<file path="src/rtl/core/cbc_pkg.sv">
`default_nettype none
package cbc_pkg;

	localparam int NUM_SLOTS_DEF = 2;
	localparam int CFG_IDX_W = 1;

	localparam logic [31:0] WINDOW_RST = 32'd300000;
	localparam logic [7:0] THRESH_RST = 8'd3;

	localparam logic [CFG_IDX_W-1:0] CFG_WINDOW = 1'd0;
	localparam logic [CFG_IDX_W-1:0] CFG_THRESH = 1'd1;

	localparam logic [1:0] ST_CLOSED = 2'd0;
	localparam logic [1:0] ST_OPEN = 2'd1;
	localparam logic [1:0] ST_HALF = 2'd2;

	localparam logic [1:0] MODE_ADMIT = 2'd0;
	localparam logic [1:0] MODE_SUCCESS = 2'd1;
	localparam logic [1:0] MODE_FAILURE = 2'd2;
	localparam logic [1:0] MODE_RESTART = 2'd3;

	localparam logic [1:0] KIND_IGNORED = 2'd0;
	localparam logic [1:0] KIND_RETRY = 2'd1;
	localparam logic [1:0] KIND_AUTH = 2'd2;

	localparam logic [3:0] RSN_NONE = 4'd0;
	localparam logic [3:0] RSN_COOLDOWN = 4'd1;
	localparam logic [3:0] RSN_PROBE_OK = 4'd2;
	localparam logic [3:0] RSN_ABANDON = 4'd3;
	localparam logic [3:0] RSN_RST_PROBE = 4'd4;
	localparam logic [3:0] RSN_RESTART = 4'd5;
	localparam logic [3:0] RSN_CFG_FAIL = 4'd6;
	localparam logic [3:0] RSN_FAIL_OPEN = 4'd7;
	localparam logic [3:0] RSN_THRESHOLD = 4'd8;

	localparam logic [47:0] TIME_MAX = 48'hFFFF_FFFF_FFFF;

	typedef struct packed {
		logic [1:0] state;
		logic [7:0] fail_count;
		logic [47:0] first_fail_time;
		logic first_fail_valid;
		logic [47:0] retry_time;
		logic retry_valid;
		logic [47:0] opened_time;
		logic indefinite_open;
		logic probe_busy;
		logic [31:0] rev_count;
	} entry_t;

	typedef struct packed {
		logic admitted;
		logic [1:0] state_after;
		logic transitioned;
		logic [3:0] transition_reason;
		logic [31:0] revision;
		logic [7:0] failure_count;
	} result_t;

endpackage
`default_nettype wire

</file>
<file path="src/rtl/core/cbc_eval.sv">
`default_nettype none
module cbc_eval (
	input wire cbc_pkg::entry_t cur,
	input wire logic [1:0] mode,
	input wire logic [1:0] failure_kind,
	input wire logic [47:0] now_ms,
	input wire logic [31:0] window_ms,
	input wire logic [7:0] open_threshold,
	output cbc_pkg::entry_t nxt,
	output cbc_pkg::result_t res
);

	logic auth;
	logic fresh;
	logic [7:0] cnt;
	logic [47:0] first;
	logic open_it;
	logic [48:0] retry_sum;
	logic [47:0] retry_at;
	logic [47:0] elapsed;
	logic [47:0] release_time;
	logic admitted;
	logic [3:0] reason;
	logic is_closed;
	logic is_half;

	assign is_closed = (cur.state == cbc_pkg::ST_CLOSED);
	assign is_half = (cur.state == cbc_pkg::ST_HALF);
	assign auth = (failure_kind == cbc_pkg::KIND_AUTH);
	assign elapsed = now_ms - cur.first_fail_time;
	assign fresh = !cur.first_fail_valid ||
		((now_ms >= cur.first_fail_time) && (elapsed > {16'd0, window_ms}));
	assign cnt = fresh ? 8'd1 : ((cur.fail_count == 8'hFF) ? 8'hFF : cur.fail_count + 8'd1);
	assign first = fresh ? now_ms : cur.first_fail_time;
	assign open_it = auth || is_half || (cnt >= open_threshold);
	assign retry_sum = {1'b0, now_ms} + {17'd0, window_ms};
	assign retry_at = retry_sum[48] ? cbc_pkg::TIME_MAX : retry_sum[47:0];
	assign release_time = (cur.opened_time > now_ms) ? cur.opened_time : now_ms;

	always_comb begin
		nxt = cur;
		admitted = 1'b0;
		reason = cbc_pkg::RSN_NONE;
		case (mode)
			cbc_pkg::MODE_ADMIT: begin
				if (is_closed) begin
					admitted = 1'b1;
				end else if (!(is_half || cur.indefinite_open || !cur.retry_valid ||
					(now_ms < cur.retry_time))) begin
					nxt.state = cbc_pkg::ST_HALF;
					nxt.probe_busy = 1'b1;
					nxt.rev_count = cur.rev_count + 32'd1;
					reason = cbc_pkg::RSN_COOLDOWN;
					admitted = 1'b1;
				end
			end
			cbc_pkg::MODE_SUCCESS: begin
				if (is_half) begin
					nxt = '0;
					nxt.state = cbc_pkg::ST_CLOSED;
					nxt.rev_count = cur.rev_count + 32'd1;
					reason = cbc_pkg::RSN_PROBE_OK;
				end else if (is_closed) begin
					nxt.fail_count = 8'd0;
					nxt.first_fail_time = 48'd0;
					nxt.first_fail_valid = 1'b0;
				end
			end
			cbc_pkg::MODE_FAILURE: begin
				if (failure_kind == cbc_pkg::KIND_IGNORED) begin
					if (is_half) begin
						nxt.state = cbc_pkg::ST_OPEN;
						nxt.retry_time = release_time;
						nxt.retry_valid = 1'b1;
						nxt.indefinite_open = 1'b0;
						nxt.probe_busy = 1'b0;
						nxt.rev_count = cur.rev_count + 32'd1;
						reason = cbc_pkg::RSN_ABANDON;
					end
				end else if (failure_kind == cbc_pkg::KIND_RETRY || auth) begin
					if (!open_it) begin
						if (is_closed) begin
							nxt.fail_count = cnt;
							nxt.first_fail_time = first;
							nxt.first_fail_valid = 1'b1;
						end
					end else if (!is_closed && !is_half) begin
						if (!cur.indefinite_open) begin
							nxt.fail_count = cnt;
							nxt.first_fail_time = first;
							nxt.first_fail_valid = 1'b1;
							nxt.indefinite_open = auth;
							nxt.retry_valid = !auth;
							nxt.retry_time = auth ? 48'd0 : retry_at;
							nxt.rev_count = cur.rev_count + 32'd1;
							reason = auth ? cbc_pkg::RSN_CFG_FAIL : cbc_pkg::RSN_FAIL_OPEN;
						end
					end else begin
						nxt.state = cbc_pkg::ST_OPEN;
						nxt.fail_count = cnt;
						nxt.first_fail_time = first;
						nxt.first_fail_valid = 1'b1;
						nxt.opened_time = now_ms;
						nxt.retry_valid = !auth;
						nxt.retry_time = auth ? 48'd0 : retry_at;
						nxt.indefinite_open = auth;
						nxt.probe_busy = 1'b0;
						nxt.rev_count = cur.rev_count + 32'd1;
						reason = auth ? cbc_pkg::RSN_CFG_FAIL : cbc_pkg::RSN_THRESHOLD;
					end
				end
			end
			default: begin
				if (is_half) begin
					nxt.state = cbc_pkg::ST_OPEN;
					nxt.retry_time = release_time;
					nxt.retry_valid = 1'b1;
					nxt.indefinite_open = 1'b0;
					nxt.probe_busy = 1'b0;
					nxt.rev_count = cur.rev_count + 32'd1;
					reason = cbc_pkg::RSN_RST_PROBE;
				end else if ((cur.state == cbc_pkg::ST_OPEN) && cur.indefinite_open) begin
					nxt = '0;
					nxt.state = cbc_pkg::ST_CLOSED;
					nxt.rev_count = cur.rev_count + 32'd1;
					reason = cbc_pkg::RSN_RESTART;
				end
			end
		endcase
	end

	always_comb begin
		res.admitted = admitted;
		res.state_after = nxt.state;
		res.transitioned = (nxt.rev_count != cur.rev_count);
		res.transition_reason = reason;
		res.revision = nxt.rev_count;
		res.failure_count = nxt.fail_count;
	end

endmodule
`default_nettype wire

</file>
<file path="src/rtl/core/circuit_breaker_controller_unit.sv">
`default_nettype none
// One circuit breaker per provider slot, one event per request. A request is
// taken when start is high and busy is low; busy then stays high for one cycle
// while the slot entry read from the state memory is evaluated and written
// back, and the result appears on the following cycle for exactly one cycle,
// marked by done, which the receiver cannot stall. A new request may be
// started in the cycle that shows the previous result, so each request waits
// for the read of the state memory and the evaluate and write-back step of
// the previous one. After reset every slot is closed with zero counts and
// revision, window_ms is 300000 and open_threshold is 3; configuration writes
// are always ready.
module circuit_breaker_controller_unit #(
	parameter int NUM_SLOTS = cbc_pkg::NUM_SLOTS_DEF
) (
	input wire logic clk,
	input wire logic arst_n,
	input wire logic start,
	output logic busy,
	input wire logic [1:0] mode,
	input wire logic slot,
	input wire logic [1:0] failure_kind,
	input wire logic [47:0] now_ms,
	input wire logic cfg_valid,
	output logic cfg_ready,
	input wire logic [cbc_pkg::CFG_IDX_W-1:0] cfg_index,
	input wire logic [31:0] cfg_data,
	output logic done,
	output logic admitted,
	output logic [1:0] state_after,
	output logic transitioned,
	output logic [3:0] transition_reason,
	output logic [31:0] revision,
	output logic [7:0] failure_count
);

	localparam int AW = (NUM_SLOTS > 1) ? $clog2(NUM_SLOTS) : 1;

	cbc_pkg::entry_t mem [NUM_SLOTS];
	logic [NUM_SLOTS-1:0] valid_q;

	logic [31:0] window_q;
	logic [7:0] thresh_q;

	logic accept;
	logic in_range;
	logic [AW-1:0] addr;

	logic valid_s1;
	logic in_range_s1;
	logic [AW-1:0] addr_s1;
	logic [1:0] mode_s1;
	logic [1:0] kind_s1;
	logic [47:0] now_s1;
	cbc_pkg::entry_t rd_s1;
	logic rd_vld_s1;

	cbc_pkg::entry_t cur;
	cbc_pkg::entry_t nxt;
	cbc_pkg::result_t res;

	logic done_q;
	cbc_pkg::result_t res_q;

	assign busy = valid_s1;
	assign cfg_ready = 1'b1;
	assign accept = start && !busy;
	assign addr = AW'(slot);
	assign in_range = (32'(slot) < NUM_SLOTS);

	always_ff @(posedge clk or negedge arst_n) begin
		if (!arst_n) begin
			window_q <= cbc_pkg::WINDOW_RST;
			thresh_q <= cbc_pkg::THRESH_RST;
		end else if (cfg_valid && cfg_ready) begin
			unique case (cfg_index)
				cbc_pkg::CFG_WINDOW: window_q <= cfg_data;
				cbc_pkg::CFG_THRESH: thresh_q <= cfg_data[7:0];
			endcase
		end
	end

	always_ff @(posedge clk or negedge arst_n) begin
		if (!arst_n) begin
			valid_s1 <= 1'b0;
			rd_vld_s1 <= 1'b0;
		end else begin
			valid_s1 <= accept;
			if (accept) begin
				rd_vld_s1 <= in_range && valid_q[addr];
			end
		end
	end

	always_ff @(posedge clk) begin
		if (accept) begin
			in_range_s1 <= in_range;
			addr_s1 <= addr;
			mode_s1 <= mode;
			kind_s1 <= failure_kind;
			now_s1 <= now_ms;
			rd_s1 <= mem[addr];
		end
		if (valid_s1 && in_range_s1) begin
			mem[addr_s1] <= nxt;
		end
	end

	always_ff @(posedge clk or negedge arst_n) begin
		if (!arst_n) begin
			valid_q <= '0;
		end else if (valid_s1 && in_range_s1) begin
			valid_q[addr_s1] <= 1'b1;
		end
	end

	assign cur = rd_vld_s1 ? rd_s1 : '0;

	cbc_eval u_eval (
		.cur(cur),
		.mode(mode_s1),
		.failure_kind(kind_s1),
		.now_ms(now_s1),
		.window_ms(window_q),
		.open_threshold(thresh_q),
		.nxt(nxt),
		.res(res)
	);

	always_ff @(posedge clk or negedge arst_n) begin
		if (!arst_n) begin
			done_q <= 1'b0;
		end else begin
			done_q <= valid_s1;
		end
	end

	always_ff @(posedge clk) begin
		if (valid_s1) begin
			res_q <= in_range_s1 ? res : '0;
		end
	end

	assign done = done_q;
	assign admitted = res_q.admitted;
	assign state_after = res_q.state_after;
	assign transitioned = res_q.transitioned;
	assign transition_reason = res_q.transition_reason;
	assign revision = res_q.revision;
	assign failure_count = res_q.failure_count;

`ifndef ASSERT_OFF
	a_eval_then_done: assert property (@(posedge clk) disable iff (!arst_n)
		valid_s1 |=> done)
		else $error("evaluated request produced no result");

	a_done_not_busy: assert property (@(posedge clk) disable iff (!arst_n)
		done |-> !busy)
		else $error("result shown while a request is still being evaluated");

	a_reason_matches: assert property (@(posedge clk) disable iff (!arst_n)
		done |-> (transitioned == (transition_reason != cbc_pkg::RSN_NONE)))
		else $error("transition flag disagrees with transition reason");
`endif

endmodule
`default_nettype wire

</file>
<file path="config.mk">
export PLATFORM = sky130hd
export DESIGN_NAME = circuit_breaker_controller_unit
export DESIGN_NICKNAME = d
export VERILOG_FILES = /design/src/rtl/core/cbc_pkg.sv /design/src/rtl/core/cbc_eval.sv /design/src/rtl/core/circuit_breaker_controller_unit.sv
export SDC_FILE = /design/constraint.sdc
export NUM_CORES = 2
export LEC_CHECK = 0
export BUFFER_PORTS_ARGS = -buffer_cell sky130_fd_sc_hd__buf_2
export CAP_MARGIN = 20
export CORE_ASPECT_RATIO = 0.75
export CORE_MARGIN = 2
export CORE_UTILIZATION = 56
export DETAILED_ROUTE_END_ITERATION = 10
export GPL_TIMING_DRIVEN = 0
export PLACE_DENSITY = 0.83
export SYNTH_ARGS = -nofsm -noshare
export SYNTH_HDL_FRONTEND = slang
export SYNTH_SLANG_ARGS = --single-unit
</file>
<file path="constraint.sdc">
create_clock -name clk -period 19.7 [get_ports clk]
set_input_delay 0.985 -clock clk [delete_from_list [all_inputs] [get_ports clk]]
set_output_delay 0.985 -clock clk [all_outputs]
set_load 0.05 [all_outputs]
</file>
== After elaboration in Yosys (flattened, before gate mapping) ==
Memories as Yosys holds them, arrays and structs flattened. A register that Yosys moved wholly into a read port is not among the register bits.
Cells that the tools add are included.

* Bits in registers: 146
* Bits in writable memories: 380
* Bits of input ports: 90
* Output and inout port bits: 51
* Memories kept: 1

* Add/subtract/negate cells: 4
* Order comparisons: 8
* Eq/ne operators: 8
* Multiplexer cells: 68
* Bitwise gates (word level): 2
* Reduce and logical (&&, ||, !) cells: 23

{| class="wikitable"
|+ Memories
! memory !! words !! bits a word !! rd ports !! clocked after memory_dff !! wr ports !! line !! text
|-
| mem || 2 || 190 || 1 || 1 || 1 || circuit_breaker_controller_unit.sv:38 || <nowiki>cbc_pkg::entry_t mem [NUM_SLOTS];</nowiki>
|}

{| class="wikitable"
|+ Operators with widths
! cell !! number
|-
| $mux 190 || 3
|-
| $pmux 155 s3 || 1
|-
| $mux 57 || 6
|-
| $mux 48 || 7
|-
| $mux 131 || 2
|-
| $mux 106 || 2
|-
| $mux 49 || 3
|-
| $mux 34 || 3
|-
| $pmux 33 s3 || 1
|-
| $mux 33 || 2
|-
| $mux 32 || 2
|-
| $add 48x32->49 || 1
|-
| $ge 48x48->1 || 1
|-
| $gt 48x32->1 || 1
|-
| $gt 48x48->1 || 1
|-
| $lt 48x48->1 || 1
|-
| $sub 48x48->48 || 1
|-
| $add 32x1->32 const B || 1
|-
| $ne 32x32->1 || 1
|-
| $mux 4 || 7
|-
| $mux 2 || 10
|-
| $mux 8 || 2
|-
| $mux 1 || 12
|-
| $pmux 4 s3 || 1
|-
| other kinds (17) || 41
|}

== Logic depth before layout (Yosys ltp) ==
* Depth in word-level cells: 13
* Gate-level depth with buffers: 46
* Gate-level depth less buffers: 35

== Modules after synthesis ==
Synthesis repeated with hierarchy kept, for this count alone.

* Cell total of the unflattened synthesis: 3619
* Area total of the unflattened synthesis: 41222.0 µm²

{| class="wikitable"
|+ By module, submodules not included
! module !! times used !! cells each !! area an instance (µm²) !! seq. area each (µm²)
|-
| circuit_breaker_controller_unit || 1 || 1193 || 25583.3 || 21287.9
|-
| cbc_eval || 1 || 2426 || 15638.7 || 0.0
|}

== Worst setup path before layout ==
No wires, ideal clock.

* Kind: register -> register
* Start: register valid_s1 (netlist: busy)
* End: register valid_s1 (netlist: busy)
* Library setup time: 1.216 ns
* Arrival time: 12.148 ns
* Required time: 18.484 ns
* Path slack: 6.336 ns
* Stages on the path, launching flop included: 2
* Path buffers: 0
* Clock period less this slack: 13.364 ns
* Cell sequence: dfrtp_1 -> nor2b_1

* Longest elaborated chain between the ends: 2

{| class="wikitable"
|+ RTL lines
! what !! line !! text
|-
| start, declared || circuit_breaker_controller_unit.sv:48 || <nowiki>logic valid_s1;</nowiki>
|-
| start signal, assigned || circuit_breaker_controller_unit.sv:87 || <nowiki>valid_s1 <= accept;</nowiki>
|-
| $logic_not 1->1 || circuit_breaker_controller_unit.sv:66 || <nowiki>assign accept = start && !busy;</nowiki>
|-
| $logic_and 1x1->1 || circuit_breaker_controller_unit.sv:66 ||
|-
| named net accept || circuit_breaker_controller_unit.sv:44 || <nowiki>logic accept;</nowiki>
|}

The timed path passes the listed nets, and every way through them passes these cells.
A chain may end at the register's enable or synchronous reset.

==> reports/summary.md <==
The run finished, with violations left. The final reports fail on slew limit. The most common flop cell mapped by yosys was sky130_fd_sc_hd__edfxtp_1. For this design, the slowest cell found on the critical path is sky130_fd_sc_hd__clkbuf_1. Global routing finished with a remaining overflow of 0. For this design the top-level I/O count stands at 141. The worst register-to-register path has a depth of 47. The worst path required time is 20.19 ns, and the synthesized cell area is 0.0413 mm^2. The tree built by TritonCTS fans out to 713 sinks. The run gives 236,000 um as the wire length of the first global-routing pass.

After the first detailed-routing iteration, the DRC count stood at 6,669. The delay of the slowest critical-path stage works out to 0.95 ns. Yosys attributes the largest share of cell area to sky130_fd_sc_hd__edfxtp_1 (49%), sky130_fd_sc_hd__ha_1 (6.7%), sky130_fd_sc_hd__mux2_2 (5.5%). In this run, CTS created clock tree buffers numbering 73. Summed over all failing endpoints, the final setup total negative slack is 0 ns.

Across all setup checks in the final design, the least slack found is 2.35 ns. Of the total power, combinational logic draws 22.8%. The worst-path maximum fanout works out to 10. The sequential group share of total power is 44.2%, and the sequential fraction of the synthesis area is 51.3%. The via count of the first global-routing pass came out at 33.0k. After layout, the design draws a total of 4230 uW. The power density over the cells came out at 91.3 mW/mm^2.

The max capacitance violation total came out at 0. By count the netlist is led by sky130_fd_sc_hd__edfxtp_1 (668), sky130_fd_sc_hd__nand2_1 (429), sky130_fd_sc_hd__a21oi_1 (298). Entering global routing, the biggest net connects 55 pins. During placement, the flow inserted port buffers numbering 139. Counting tap cells, the placed design contains a total of 5,014 instances.

Summed over its instances, the top area cell type makes up 48.5% of the synthesized netlist area. The switching power share of the total came out at 32.8%. The logs give 2.35 ns for the worst setup slack for register-to-register paths and 3 for the maximum buffer depth of the clock tree. At the pin with the least slew margin, the transition time is 1.67 ns.

The sort of element at the end of the critical path was a register. The count of TritonRoute iterations in the first routing pass was 10. The final layout contains routed wiring with a total length of 170,000 um. The tools report the internal power component as 2840 uW. Clock tree synthesis selected as its root buffer the cell sky130_fd_sc_hd__clkbuf_16. Setup repair after global routing left no endpoint under its margin. For the worst-case vdd ir drop, the log shows 90.2 uV. In the synthesized netlist, the number of instances is 3,877. The share of the cycle needed by the critical path after routing was 88.0%. Area of the placeable core: 0.0733 mm^2. Timing-limited maximum frequency: 0.0577 GHz. The vertical extent of the die was 239 um. Beginning of the worst register-to-register path: rd_vld_s1$_DFFE_PN0P_. The run gives 0.0760 mm^2 as the die area.

DRC violations left: 0. Synthesis produced a netlist with a net count of 4,190. The relative area change from synthesis to final layout was 12.1%.

After synthesis the netlist holds a flip-flop and latch count of 713. The synthesis warning total is 0. The clock tree synthesis step divided the H-tree into 3 levels. The logs give 0 for the number of hold violations in the final report and 3.09 ns for the worst setup timing slack at the placement stage.

The total via count after detailed routing was 36.4k. At the worst endpoint, the arrival time is 17.84 ns. The critical path launch point is rd_vld_s1$_DFFE_PN0P_. Leakage power: 0.0178 uW. Post-CTS timing repair inserted 0 buffers for setup. The endpoint identified for the worst register-to-register timing path is mem[0][179]$_DFFE_PP_. Clock skew on the completed layout was measured at 0.0372 ns. Clock latency on the worst-skew pair, taken at its later pin, is 0.68 ns. The async set-or-reset flop fraction in the synthesized netlist is 6.31%. The path class of the tightest hold or removal check is primary input to asynchronous set/reset pin. The number of buffers inserted by hold repair at cts was 0.

Starting density of the core: 56.4%. Counting stages on the worst path, the most repeated cell is sky130_fd_sc_hd__clkbuf_1. The run gives 4,443 as the total number of nets in the final design. TritonCTS built the clock tree.

The logs give 9 for the number of antenna violations at the first check in global routing and 0 for the final setup violation count. Start-to-end type of the worst setup path: register to register. For the distinct cell type count after synthesis, the log shows 91. The die is 318 um wide.

Number of pins exceeding their max-slew limit in the final report: 4. The register clock-pin slew on the reported worst setup and hold paths was 0.06 ns. The worst setup path is launched from a register.

Yosys mapped a number of flops with a built-in enable equal to 668. Dividing the detail-routed via count by the number of cells gives 7.05. A synthesized cell averages 10.7 um^2. Once detailed placement completed, the half-perimeter wirelength came to 127,000 um. Of all cell types, the one taking the most synthesized area is sky130_fd_sc_hd__edfxtp_1. Cells with a size suffix above 1 make up 13.5% of the layout. The clock period minus worst slack works out to 17.35 ns. In this run the remaining antenna-violating nets after routing total 0. The clock network burns 33.0% of the power. The site row count came out at 86. For this run, the number of standard cells in the final layout without fillers is 5,169. For the headroom to the max-slew limit, the log shows -11.3%. Most frequent cell after synthesis: sky130_fd_sc_hd__edfxtp_1. The power spent charging and discharging nets was 1390 uW; the number of gates resized after cts was 0. The congestion estimate from routability-driven global placement came to 1.07. Across every metal layer, demand over resource in global routing totals 43.7%. The routed length per placed instance is 32.9 um.
[layout make-up]
class,count,area (um^2)
buffer,214,865
clock buffer,84,1870
multi-input combinational,2775,18600
inverter,175,657
tap,968,1210
timing repair buffer,178,1380
sequential,713,21200
antenna,15,37.5
clock inverter,47,478
fill,5797,26900
[through the flow]
stage / util [%] / cell area (um^2) / hold WS [ns]
after CTS: 63.0 / 46200 / 0.464
after global routing: 63.2 / 46300 / 0.338
after detailed placement: 59.8 / 43800 / 0.466
final: 63.2 / 46300 / 0.301
after global placement: 59.0 / 43200 / 0.451
after floorplan: - / 41300 / 0.439
[worst max-delay path by stage]
stage / cells after the start / end
floorplan: 1 / busy$_DFF_PN0_
CTS: 45 / mem[0][179]$_DFFE_PP_
global route: 47 / mem[0][179]$_DFFE_PP_
finish: 47 / mem[0][179]$_DFFE_PP_
global placement: 1 / busy$_DFF_PN0_
detailed placement: 45 / mem[0][179]$_DFFE_PP_
[placed cells by master (no fill, tap or decap), types with 22 or more instances in the layout]
| master | n |
|---|---|
| sky130_fd_sc_hd__a211oi_1 | 26 |
| sky130_fd_sc_hd__a21o_1 | 84 |
| sky130_fd_sc_hd__a21oi_1 | 298 |
| sky130_fd_sc_hd__a22o_1 | 52 |
| sky130_fd_sc_hd__a31oi_1 | 49 |
| sky130_fd_sc_hd__and3_1 | 29 |
| sky130_fd_sc_hd__buf_2 | 157 |
| sky130_fd_sc_hd__clkbuf_1 | 177 |
| sky130_fd_sc_hd__clkbuf_16 | 73 |
| sky130_fd_sc_hd__dfrtp_1 | 34 |
| sky130_fd_sc_hd__edfxtp_1 | 668 |
| sky130_fd_sc_hd__ha_1 | 221 |
| sky130_fd_sc_hd__inv_1 | 173 |
| sky130_fd_sc_hd__mux2_2 | 201 |
| sky130_fd_sc_hd__mux2i_1 | 49 |
| sky130_fd_sc_hd__nand2_1 | 429 |
| sky130_fd_sc_hd__nand2b_1 | 22 |
| sky130_fd_sc_hd__nand3_1 | 80 |
| sky130_fd_sc_hd__nand4_1 | 53 |
| sky130_fd_sc_hd__nor2_1 | 250 |
| sky130_fd_sc_hd__nor2b_1 | 23 |
| sky130_fd_sc_hd__nor3_1 | 59 |
| sky130_fd_sc_hd__o211ai_1 | 49 |
| sky130_fd_sc_hd__o21a_1 | 24 |
| sky130_fd_sc_hd__o21ai_0 | 266 |
| sky130_fd_sc_hd__o221ai_1 | 23 |
| sky130_fd_sc_hd__o22ai_1 | 80 |
| sky130_fd_sc_hd__xnor2_1 | 78 |
| sky130_fd_sc_hd__xor2_1 | 58 |
[logic make-up after synthesis]
kind of cell             count (synthesis)  share of synthesized area, %
AO/OA/AOI/OAI                         1112                          17.0
XOR/XNOR                               136                          2.88
adder cells (fa/ha/maj)                223                          6.79
buffers and inverters                  389                          3.68
flip-flops                             713                          51.3
multiplexers                           250                          6.66
other                                    1                       0.00907
AND/OR/NAND/NOR                       1053                          11.7
[state kept, by name, summed over array words and instances, names as in the netlist]
register           cells
state_after            2
now_s1                48
rd_s1                189
valid_q                2
mem                  378
thresh_q               8
failure_count          8
done                   1
window_q              32
transitioned           1
transition_reason      4
mode_s1                2
addr_s1                1
kind_s1                2
busy                   1
rd_vld_s1              1
admitted               1
revision              32
[per-layer routing]
layer	track usage [%]	vias up	routed length (um)
met5	0	-	40
met4	14.8	2	6540
met3	21.5	472	31200
met2	56.4	3245	63700
met1	62.8	17554	68400
li1	-	15161	-
[critical path: cells and delay by family (launching register included)]
kind / cells / cell delay (ns)
AO/OA/AOI/OAI: 14 / 5.12
adder cells (fa/ha/maj): 3 / 0.91
buffers and inverters: 16 / 7.97
XOR/XNOR: 1 / 0.11
AND/OR/NAND/NOR: 13 / 2.59
flip-flops: 1 / 0.34
[power by group through the flow]
stage / clock network (uW) / logic, uW / registers [uW]
after floorplan: 0 / 554 / 1910
after global placement: 0 / 872 / 1930
after detailed placement: 0 / 904 / 1890
after CTS: 1400 / 912 / 1860
after global routing: 1460 / 1010 / 1870
final: 1400 / 966 / 1870
Note: power is estimated with default switching activity, not from simulation.
